$ cat src/rtl/core/stq_pkg.sv
// stq_pkg: shared widths, cell operation codes and the cell control struct
// for the sorted timer queue. No dependencies.
package stq_pkg;

	localparam int ID_W        = 4;
	localparam int ID_SPAN     = 2 ** ID_W;
	localparam int PERIOD_W    = 32;
	localparam int COUNT_W     = 16;
	localparam int CMD_W       = 2;
	localparam int FIRE_TIME_W = 48;

	// operation applied to every cell of the chain in the same cycle
	typedef enum logic [2:0] {
		CELL_HOLD    = 3'd0,
		CELL_KILL    = 3'd1,
		CELL_SQUEEZE = 3'd2,
		CELL_INSERT  = 3'd3,
		CELL_POP     = 3'd4
	} cell_op_t;

	typedef struct packed {
		cell_op_t        op;
		logic [ID_W-1:0] id;
	} cell_ctrl_t;

endpackage

$ cat src/rtl/core/sorted_timer_queue_unit.sv
// sorted_timer_queue_unit: up to 16 timers held in a chain of cells sorted by expiry.
// Tick: busy in CHECK, then FIRE on a pop, then SQUEEZE on requeue; FIRE registers any strobe.
// Start: busy in SQUEEZE while the old entry's hole walks the chain, then inserts the new entry.
// Stop and unused commands leave the unit idle. Results cannot be held off by the receiver.
// Async reset clears time, the queue and the sequencer; timer stores need no clearing.
module sorted_timer_queue_unit
	import stq_pkg::*;
#(
	parameter int NUM_TIMERS = 16,
	parameter int TIME_BITS  = 48
) (
	input  logic                   clk,
	input  logic                   arst_n,
	input  logic                   start,
	output logic                   busy,
	input  logic [CMD_W-1:0]       command,
	input  logic [ID_W-1:0]        timer_id,
	input  logic [PERIOD_W-1:0]    period_ms,
	input  logic [PERIOD_W-1:0]    delay_ms,
	input  logic signed [COUNT_W-1:0] repeat_count,
	output logic                   done,
	output logic [ID_W-1:0]        fired_timer,
	output logic [FIRE_TIME_W-1:0] fire_time,
	output logic                   went_idle
);

	localparam int Q_DEPTH = (NUM_TIMERS < ID_SPAN) ? NUM_TIMERS : ID_SPAN;
	localparam int IDX_W   = (NUM_TIMERS > 1) ? $clog2(NUM_TIMERS) : 1;

	localparam logic [CMD_W-1:0] CMD_TICK  = 2'd0;
	localparam logic [CMD_W-1:0] CMD_START = 2'd1;
	localparam logic [CMD_W-1:0] CMD_STOP  = 2'd2;

	typedef enum logic [3:0] {
		ST_IDLE    = 4'b0001,
		ST_SQUEEZE = 4'b0010,
		ST_CHECK   = 4'b0100,
		ST_FIRE    = 4'b1000
	} seq_state_t;

	seq_state_t state_q;
	logic [TIME_BITS-1:0]   time_q;
	logic [TIME_BITS-1:0]   exp_q;
	logic [ID_W-1:0]        ins_id_q;
	logic [ID_W-1:0]        fire_id_q;
	logic                   done_q;
	logic [ID_W-1:0]        fired_q;
	logic [FIRE_TIME_W-1:0] fire_time_q;
	logic                   went_q;

	logic                 c_valid [Q_DEPTH];
	logic                 c_dead  [Q_DEPTH];
	logic                 c_gt    [Q_DEPTH];
	logic [ID_W-1:0]      c_id    [Q_DEPTH];
	logic [TIME_BITS-1:0] c_exp   [Q_DEPTH];
	logic [Q_DEPTH-1:0]   dead_vec;
	logic                 any_dead;
	cell_ctrl_t           cell_ctrl;

	logic                accept, id_ok, start_ok, stop_ok, tick_acc, head_due;
	logic [PERIOD_W-1:0] first_wait;
	logic [PERIOD_W-1:0] rd_int;
	logic [COUNT_W-1:0]  rd_rem, rem_next, wr_rem;
	logic                rem_zero, rem_forever, last_fire;
	logic                wr_int_en, wr_rem_en;
	logic [IDX_W-1:0]    wr_idx;

	assign busy     = (state_q != ST_IDLE);
	assign accept   = start && !busy;
	assign id_ok    = (int'(timer_id) < NUM_TIMERS);
	assign start_ok = accept && (command == CMD_START) && id_ok && (repeat_count != '0);
	assign stop_ok  = accept && (command == CMD_STOP) && id_ok;
	assign tick_acc = accept && (command == CMD_TICK);

	assign first_wait = (delay_ms != '0) ? delay_ms : period_ms;
	assign head_due   = c_valid[0] && (c_exp[0] <= time_q);

	always_comb begin
		for (int k = 0; k < Q_DEPTH; k++) begin
			dead_vec[k] = c_dead[k];
		end
	end
	assign any_dead = |dead_vec;

	// count of the popped timer: top bit set means it never runs out
	assign rem_zero    = (rd_rem == '0);
	assign rem_forever = rd_rem[COUNT_W-1];
	assign rem_next    = rd_rem - COUNT_W'(1);
	assign last_fire   = !rem_forever && (rd_rem == COUNT_W'(1));

	always_comb begin
		cell_ctrl.op = CELL_HOLD;
		cell_ctrl.id = ins_id_q;
		priority if (start_ok) begin
			cell_ctrl.op = CELL_KILL;
			cell_ctrl.id = timer_id;
		end else if (state_q == ST_SQUEEZE) begin
			cell_ctrl.op = any_dead ? CELL_SQUEEZE : CELL_INSERT;
		end else if ((state_q == ST_CHECK) && head_due) begin
			cell_ctrl.op = CELL_POP;
		end else begin
			cell_ctrl.op = CELL_HOLD;
		end
	end

	genvar i;
	for (i = 0; i < Q_DEPTH; i++) begin : g_cell
		logic                 l_valid, l_dead, l_gt, r_valid;
		logic [ID_W-1:0]      l_id, r_id;
		logic [TIME_BITS-1:0] l_exp, r_exp;

		if (i == 0) begin : g_head
			assign l_valid = 1'b0;
			assign l_dead  = 1'b0;
			assign l_gt    = 1'b0;
			assign l_id    = '0;
			assign l_exp   = '0;
		end else begin : g_left
			assign l_valid = c_valid[i-1];
			assign l_dead  = c_dead[i-1];
			assign l_gt    = c_gt[i-1];
			assign l_id    = c_id[i-1];
			assign l_exp   = c_exp[i-1];
		end

		if (i == Q_DEPTH - 1) begin : g_tail
			assign r_valid = 1'b0;
			assign r_id    = '0;
			assign r_exp   = '0;
		end else begin : g_right
			assign r_valid = c_valid[i+1];
			assign r_id    = c_id[i+1];
			assign r_exp   = c_exp[i+1];
		end

		stq_cell #(
			.TIME_BITS (TIME_BITS)
		) u_cell (
			.clk         (clk),
			.arst_n      (arst_n),
			.ctrl        (cell_ctrl),
			.new_exp     (exp_q),
			.left_valid  (l_valid),
			.left_dead   (l_dead),
			.left_gt     (l_gt),
			.left_id     (l_id),
			.left_exp    (l_exp),
			.right_valid (r_valid),
			.right_id    (r_id),
			.right_exp   (r_exp),
			.valid       (c_valid[i]),
			.dead        (c_dead[i]),
			.gt          (c_gt[i]),
			.id          (c_id[i]),
			.expiry      (c_exp[i])
		);
	end

	assign wr_int_en = start_ok;
	assign wr_rem_en = start_ok || stop_ok ||
		((state_q == ST_FIRE) && !rem_zero && !rem_forever);
	assign wr_idx    = (state_q == ST_FIRE) ? IDX_W'(fire_id_q) : IDX_W'(timer_id);
	assign wr_rem    = start_ok ? unsigned'(repeat_count) : (stop_ok ? '0 : rem_next);

	stq_timer_mem #(
		.NUM_TIMERS (NUM_TIMERS),
		.IDX_W      (IDX_W)
	) u_mem (
		.clk       (clk),
		.wr_int_en (wr_int_en),
		.wr_rem_en (wr_rem_en),
		.wr_idx    (wr_idx),
		.wr_int    (period_ms),
		.wr_rem    (wr_rem),
		.rd_idx    (IDX_W'(c_id[0])),
		.rd_int    (rd_int),
		.rd_rem    (rd_rem)
	);

	always_ff @(posedge clk or negedge arst_n) begin
		if (!arst_n) begin
			state_q <= ST_IDLE;
			time_q  <= '0;
			done_q  <= 1'b0;
		end else begin
			done_q <= 1'b0;
			unique case (state_q)
				ST_IDLE: begin
					if (tick_acc) begin
						time_q  <= time_q + TIME_BITS'(1);
						state_q <= ST_CHECK;
					end else if (start_ok) begin
						state_q <= ST_SQUEEZE;
					end
				end
				ST_SQUEEZE: begin
					// insertion happens in the first cycle with no hole left
					if (!any_dead) begin
						state_q <= ST_IDLE;
					end
				end
				ST_CHECK: begin
					state_q <= head_due ? ST_FIRE : ST_IDLE;
				end
				ST_FIRE: begin
					if (rem_zero) begin
						state_q <= ST_IDLE;
					end else begin
						done_q  <= 1'b1;
						state_q <= last_fire ? ST_IDLE : ST_SQUEEZE;
					end
				end
				default: begin
					state_q <= ST_IDLE;
				end
			endcase
		end
	end

	always_ff @(posedge clk) begin
		if (start_ok) begin
			ins_id_q <= timer_id;
			exp_q    <= time_q + TIME_BITS'(first_wait);
		end
		if (state_q == ST_CHECK) begin
			fire_id_q <= c_id[0];
		end
		if (state_q == ST_FIRE) begin
			ins_id_q    <= fire_id_q;
			exp_q       <= time_q + TIME_BITS'(rd_int);
			fired_q     <= fire_id_q;
			went_q      <= last_fire;
			fire_time_q <= FIRE_TIME_W'(time_q);
		end
	end

	assign done        = done_q;
	assign fired_timer = fired_q;
	assign fire_time   = fire_time_q;
	assign went_idle   = went_q;

	a_done_after_fire: assert property (@(posedge clk) disable iff (!arst_n)
		done |-> $past(state_q == ST_FIRE))
		else $error("result strobe without a firing step");

	a_hole_only_in_squeeze: assert property (@(posedge clk) disable iff (!arst_n)
		(state_q != ST_SQUEEZE) |-> (dead_vec == '0))
		else $error("dead queue slot outside squeeze");

	a_tick_to_check: assert property (@(posedge clk) disable iff (!arst_n)
		tick_acc |=> (state_q == ST_CHECK))
		else $error("tick request did not reach the head check");

	for (genvar k = 0; k < Q_DEPTH - 1; k++) begin : g_order_chk
		a_sorted: assert property (@(posedge clk) disable iff (!arst_n)
			c_valid[k+1] |-> (c_valid[k] && (c_exp[k] <= c_exp[k+1])))
			else $error("queue chain not packed and sorted");
	end

endmodule

$ cat src/rtl/core/stq_cell.sv
// stq_cell: one slot of the sorted expiry chain, holding a timer id and its
// expiry time. Depends on stq_pkg.
module stq_cell
	import stq_pkg::*;
#(
	parameter int TIME_BITS = 48
) (
	input  logic                 clk,
	input  logic                 arst_n,
	input  cell_ctrl_t           ctrl,
	input  logic [TIME_BITS-1:0] new_exp,
	input  logic                 left_valid,
	input  logic                 left_dead,
	input  logic                 left_gt,
	input  logic [ID_W-1:0]      left_id,
	input  logic [TIME_BITS-1:0] left_exp,
	input  logic                 right_valid,
	input  logic [ID_W-1:0]      right_id,
	input  logic [TIME_BITS-1:0] right_exp,
	output logic                 valid,
	output logic                 dead,
	output logic                 gt,
	output logic [ID_W-1:0]      id,
	output logic [TIME_BITS-1:0] expiry
);

	logic                 valid_q, dead_q;
	logic [ID_W-1:0]      id_q;
	logic [TIME_BITS-1:0] exp_q;
	logic                 valid_d, dead_d;
	logic [ID_W-1:0]      id_d;
	logic [TIME_BITS-1:0] exp_d;

	// an empty slot counts as later than any new entry; a new entry goes behind equal expiries
	assign gt = !valid_q || (exp_q > new_exp);

	always_comb begin
		valid_d = valid_q;
		dead_d  = dead_q;
		id_d    = id_q;
		exp_d   = exp_q;
		unique case (ctrl.op)
			CELL_HOLD: begin
			end
			CELL_KILL: begin
				if (valid_q && (id_q == ctrl.id)) begin
					dead_d = 1'b1;
				end
			end
			CELL_SQUEEZE: begin
				// the dead slot swaps with its right neighbour, moving the hole to the tail
				if (dead_q) begin
					valid_d = right_valid;
					dead_d  = 1'b0;
					id_d    = right_id;
					exp_d   = right_exp;
				end else if (left_dead && valid_q) begin
					dead_d = 1'b1;
				end
			end
			CELL_INSERT: begin
				if (gt) begin
					if (left_gt) begin
						valid_d = left_valid;
						id_d    = left_id;
						exp_d   = left_exp;
					end else begin
						valid_d = 1'b1;
						id_d    = ctrl.id;
						exp_d   = new_exp;
					end
				end
			end
			CELL_POP: begin
				valid_d = right_valid;
				dead_d  = 1'b0;
				id_d    = right_id;
				exp_d   = right_exp;
			end
			default: begin
			end
		endcase
	end

	always_ff @(posedge clk or negedge arst_n) begin
		if (!arst_n) begin
			valid_q <= 1'b0;
			dead_q  <= 1'b0;
		end else begin
			valid_q <= valid_d;
			dead_q  <= dead_d;
		end
	end

	always_ff @(posedge clk) begin
		id_q  <= id_d;
		exp_q <= exp_d;
	end

	assign valid  = valid_q;
	assign dead   = dead_q;
	assign id     = id_q;
	assign expiry = exp_q;

endmodule

$ cat src/rtl/core/stq_timer_mem.sv
// stq_timer_mem: per-timer period and remaining-count store, one write port
// and one registered read port. Depends on stq_pkg.
module stq_timer_mem
	import stq_pkg::*;
#(
	parameter int NUM_TIMERS = 16,
	parameter int IDX_W      = 4
) (
	input  logic                clk,
	input  logic                wr_int_en,
	input  logic                wr_rem_en,
	input  logic [IDX_W-1:0]    wr_idx,
	input  logic [PERIOD_W-1:0] wr_int,
	input  logic [COUNT_W-1:0]  wr_rem,
	input  logic [IDX_W-1:0]    rd_idx,
	output logic [PERIOD_W-1:0] rd_int,
	output logic [COUNT_W-1:0]  rd_rem
);

	logic [PERIOD_W-1:0] int_mem [NUM_TIMERS];
	logic [COUNT_W-1:0]  rem_mem [NUM_TIMERS];
	logic [PERIOD_W-1:0] rd_int_q;
	logic [COUNT_W-1:0]  rd_rem_q;

	always_ff @(posedge clk) begin
		if (wr_int_en) begin
			int_mem[wr_idx] <= wr_int;
		end
		if (wr_rem_en) begin
			rem_mem[wr_idx] <= wr_rem;
		end
		rd_int_q <= int_mem[rd_idx];
		rd_rem_q <= rem_mem[rd_idx];
	end

	assign rd_int = rd_int_q;
	assign rd_rem = rd_rem_q;

endmodule

$ cat config.mk
export PLATFORM = sky130hd
export DESIGN_NAME = sorted_timer_queue_unit
export DESIGN_NICKNAME = d
export VERILOG_FILES = /design/src/rtl/core/stq_pkg.sv /design/src/rtl/core/sorted_timer_queue_unit.sv /design/src/rtl/core/stq_cell.sv /design/src/rtl/core/stq_timer_mem.sv
export SDC_FILE = /design/constraint.sdc
export NUM_CORES = 2
export LEC_CHECK = 0
export BUFFER_PORTS_ARGS = -buffer_cell sky130_fd_sc_hd__buf_2
export CAP_MARGIN = 40
export CORE_MARGIN = 2
export CORE_UTILIZATION = 55
export CTS_BUF_LIST = sky130_fd_sc_hd__clkbuf_4 sky130_fd_sc_hd__clkbuf_8
export CTS_CLUSTER_SIZE = 8
export DETAILED_ROUTE_END_ITERATION = 10
export PLACE_DENSITY = 0.81
export SETUP_SLACK_MARGIN = 0.02
export SLEW_MARGIN = 20
export SYNTH_ARGS = -nofsm -noshare
export SYNTH_HDL_FRONTEND = slang
export SYNTH_SLANG_ARGS = --single-unit
$ cat constraint.sdc
create_clock -name clk -period 8.6 [get_ports clk]
set_input_delay 0.43 -clock clk [delete_from_list [all_inputs] [get_ports clk]]
set_output_delay 0.43 -clock clk [all_outputs]
set_load 0.05 [all_outputs]
==> summary.txt <==
Fin crit period: 5.94 ns
Worst Hold Depth: 4
RSZ-0062 raised after global routing: no
Cell variety after synth: 88
Clk root buf: clkbuf_8
Syn nets: 9374
First-pass GRT wire length: 478000 µm
Sequential fraction of the synthesis area: 53.3%
CTS clk-pin slew, worst paths: 0.06 ns
Final std cell area, no fill: 114000 µm²
Slew Limit Fails: 0
Antenna violations before repair: 22
GRT Resource Usage Total: 33.7%
Syn_area_per_cell: 12.1 µm²
Slew Limit Headroom: 23.6%
P&R area growth vs syn: 11.6%
Async set-reset flop share out of synthesis: 4.61%
Cells after Synth: 8433
Clock Sink Count: 1842
Vias: 77500
Vias/cell: 6.78
Cell area after synthesis: 102000 µm²
Crit path kind: flip-flop to flip-flop
Starting density of the core: 55.2%
Final setup slack of the worst path: 2.66 ns
GP Congestion: 0.990
Pre-CTS setup slack: 2.30 ns
Maxcap violations: 0
Num CTS Buffers: 323
Post-route ant nets: 0
R2R Path Start: exp_q[45]
Setup Skew: 0.125 ns
Wire length per cell: 28.2 µm
Max rail drop VDD: 0.000210 V
Vias in the first global route: 77100
DRT iter0 DRCs: 10800
Status: finished clean
Die Y: 435 µm
Row cnt: 158
Die ar.: 189000 µm²
Largest net degree at the start of global routing: 288
Final period utilization: 69.1%
Die width: 435 µm
Total grt overflow: 0
Setup-failing EPs final: 0
Critical path's most frequent cell: buf_4
Cell Chain, Critical Path: inv_1 -> buf_4 -> ha_1 -> nand4_1 -> nor4_2 -> clkbuf_4 -> nand3_1 -> a31oi_1 -> a211oi_1 -> o211ai_1 -> a21o_2 -> buf_4
Synth warn: 0
PD cells: 195 nW/µm²
Post-Route WL: 323000 µm
FF-to-FF End: g_cell[10].u_cell.expiry[37]
Flops & latches, synth: 1842
Layout net count: 9660
H-Tree Depth: 5
Hold Startpoint: start
Hold EP: state_q[1]
Dominant cell type by area after synthesis: edfxtp_1
Critical path required time: 9.26 ns
DRC viols: 0
Setup Fix Bufs, Post-CTS: 0
Setup TNS: 0 ns
Dpl hpwl: 219000 µm
Min-delay worst type: input pin to flip-flop
Leading register cell type out of synthesis: edfxtp_1
F_max: 0.168 GHz
Synth top area share: 50.2%
Synth top area cells: edfxtp_1 50%, ha_1 10%, mux2i_1 5.9%
CTS tree: built
Area after DPL: 107000 µm²
Worst-skew pair later-pin latency: 1.10 ns
CP Data Arrival Time: 6.61 ns
CTS max path bufs: 4
EDFF count, synth: 1705
Worst Max-Slew Pin Slew: 1.15 ns
Crit-path slowest cell: edfxtp_1
Layout cells sized above 1: 14.8%
Core Footprint: 185000 µm²
FF-to-FF setup slack: 2.66 ns
Delay of the slowest critical-path stage: 0.82 ns
Critical Path Fanout Max: 31
PortBufs: 143
Ports: 144
Pleak: 45.7 nW
Detailed-router iteration count before antenna repair: 8
Final hold violations: 0
CP endpoint kind: flip-flop
Reg2Reg Depth: 12
Critical Path Source Type: flip-flop
## synthesized netlist by cell type (all sizes together) (24+ instances only)
master,count
a21o,94
dfrtp,84
dfxtp,52
o21ai,964
a211oi,89
o221a,50
a21oi,428
o211ai,35
ha,851
nand2,998
xnor2,114
mux2i,603
buf,85
nor4,59
inv,178
nand4,168
a311oi,52
nor2,298
nor3,134
clkbuf,409
nand2b,30
nand3,231
xor2,53
mux4,240
nor2b,30
edfxtp,1705
o31ai,55
and4,24
## per-stage QoR
| stage | utilization, % | power [mW] | hold slack [ns] | instances |
|---|---|---|---|---|
| 2_1_floorplan | - | 12.9 | 0.134 | 8433 |
| 5_1_grt | 61.6 | 22.9 | 0.140 | 11400 |
| 3_5_place_dp | 57.6 | 14.1 | 0.401 | 10800 |
| 3_3_place_gp | 57.2 | 13.9 | 0.390 | 10700 |
| 4_1_cts | 61.3 | 22.1 | 0.0176 | 11400 |
| 6_report | 61.6 | 22.3 | 0.119 | 11400 |
## cell families after synthesis
kind of cell             share of synthesized area, %
adder cells (fa/ha/maj)                          10.5
XOR/XNOR                                         1.43
flip-flops                                       53.3
buffers and inverters                            2.62
AND/OR/NAND/NOR                                  9.15
multiplexers                                     11.3
AO/OA/AOI/OAI                                    11.7
## layer usage
| layer | global-route usage (%) | vias to the layer above | routed length, µm |
|---|---|---|---|
| met5 | 0 | - | 180 |
| met4 | 20.7 | 20 | 21700 |
| met3 | 8.53 | 1289 | 37900 |
| met2 | 53.1 | 5491 | 149000 |
| met1 | 41.7 | 37500 | 114000 |
| li1 | - | 33200 | - |
## worst max-delay path by stage
stage	slack, ns	from	endpoint	cells past startpoint
2_1_floorplan	1.23	time_q[11]	g_cell[14].u_cell.expiry[0]	11
3_3_place_gp	1.58	exp_q[38]	g_cell[11].u_cell.expiry[38]	11
3_5_place_dp	2.30	exp_q[38]	g_cell[10].u_cell.expiry[39]	10
4_1_cts	2.24	exp_q[38]	g_cell[10].u_cell.expiry[37]	10
5_1_grt	2.59	exp_q[24]	g_cell[1].u_cell.expiry[9]	14
6_report	2.66	exp_q[45]	g_cell[10].u_cell.expiry[37]	12
## where the power goes
part | switching [mW] | internal [mW]
logic | 2.20 | 1.25
registers | 0.410 | 10.3
clock network | 3.70 | 4.41
## layout by cell type (no fill, tap or decap), drive strengths merged, types with 231 or more instances in the layout
| cell | instances |
|---|---|
| nand3 | 231 |
| nor2 | 298 |
| mux4 | 240 |
| a21oi | 428 |
| ha | 851 |
| nand2 | 998 |
| edfxtp | 1705 |
| mux2i | 603 |
| buf | 397 |
| o21ai | 964 |
| clkbuf | 501 |
## registers in the layout, summed over array words and instances (netlist names), 16 cells and up
name                  count
g_cell.u_cell.expiry    768
fire_time                48
time_q                   48
g_cell.u_cell.valid      16
g_cell.u_cell.id         64
u_mem.rd_int             32
exp_q                    48
u_mem.rem_mem           256
u_mem.rd_rem             16
g_cell.u_cell.dead       16
u_mem.int_mem           512
## cell type report
| cell class | instances | area (µm²) |
|---|---|---|
| Timing Repair Buffer | 455 | 3960 |
| Sequential cell | 1842 | 54400 |
| Inverter | 180 | 678 |
| Fill cell | 13500 | 71000 |
| Antenna cell | 5 | 12.5 |
| Multi-Input combinational cell | 5917 | 45500 |
| Clock inverter | 52 | 283 |
| Clock buffer | 497 | 5930 |
| Tap cell | 2480 | 3100 |
## worst max-delay path: cells and delay by family, from the launching register on
family          cells  cell delay, ns
compound gates      4            2.01
buf+inv             4            1.51
simple gates        3            0.85
flops               1            0.82
fa+ha+maj           1            0.32
## what timing repair did
item                                    CTS  global route
resized for setup                         0             0
hold buffers                             51             4
hold endpoints to repair                758            23
endpoints found under the setup margin    0             0
Power figures use the tool's default switching activity.
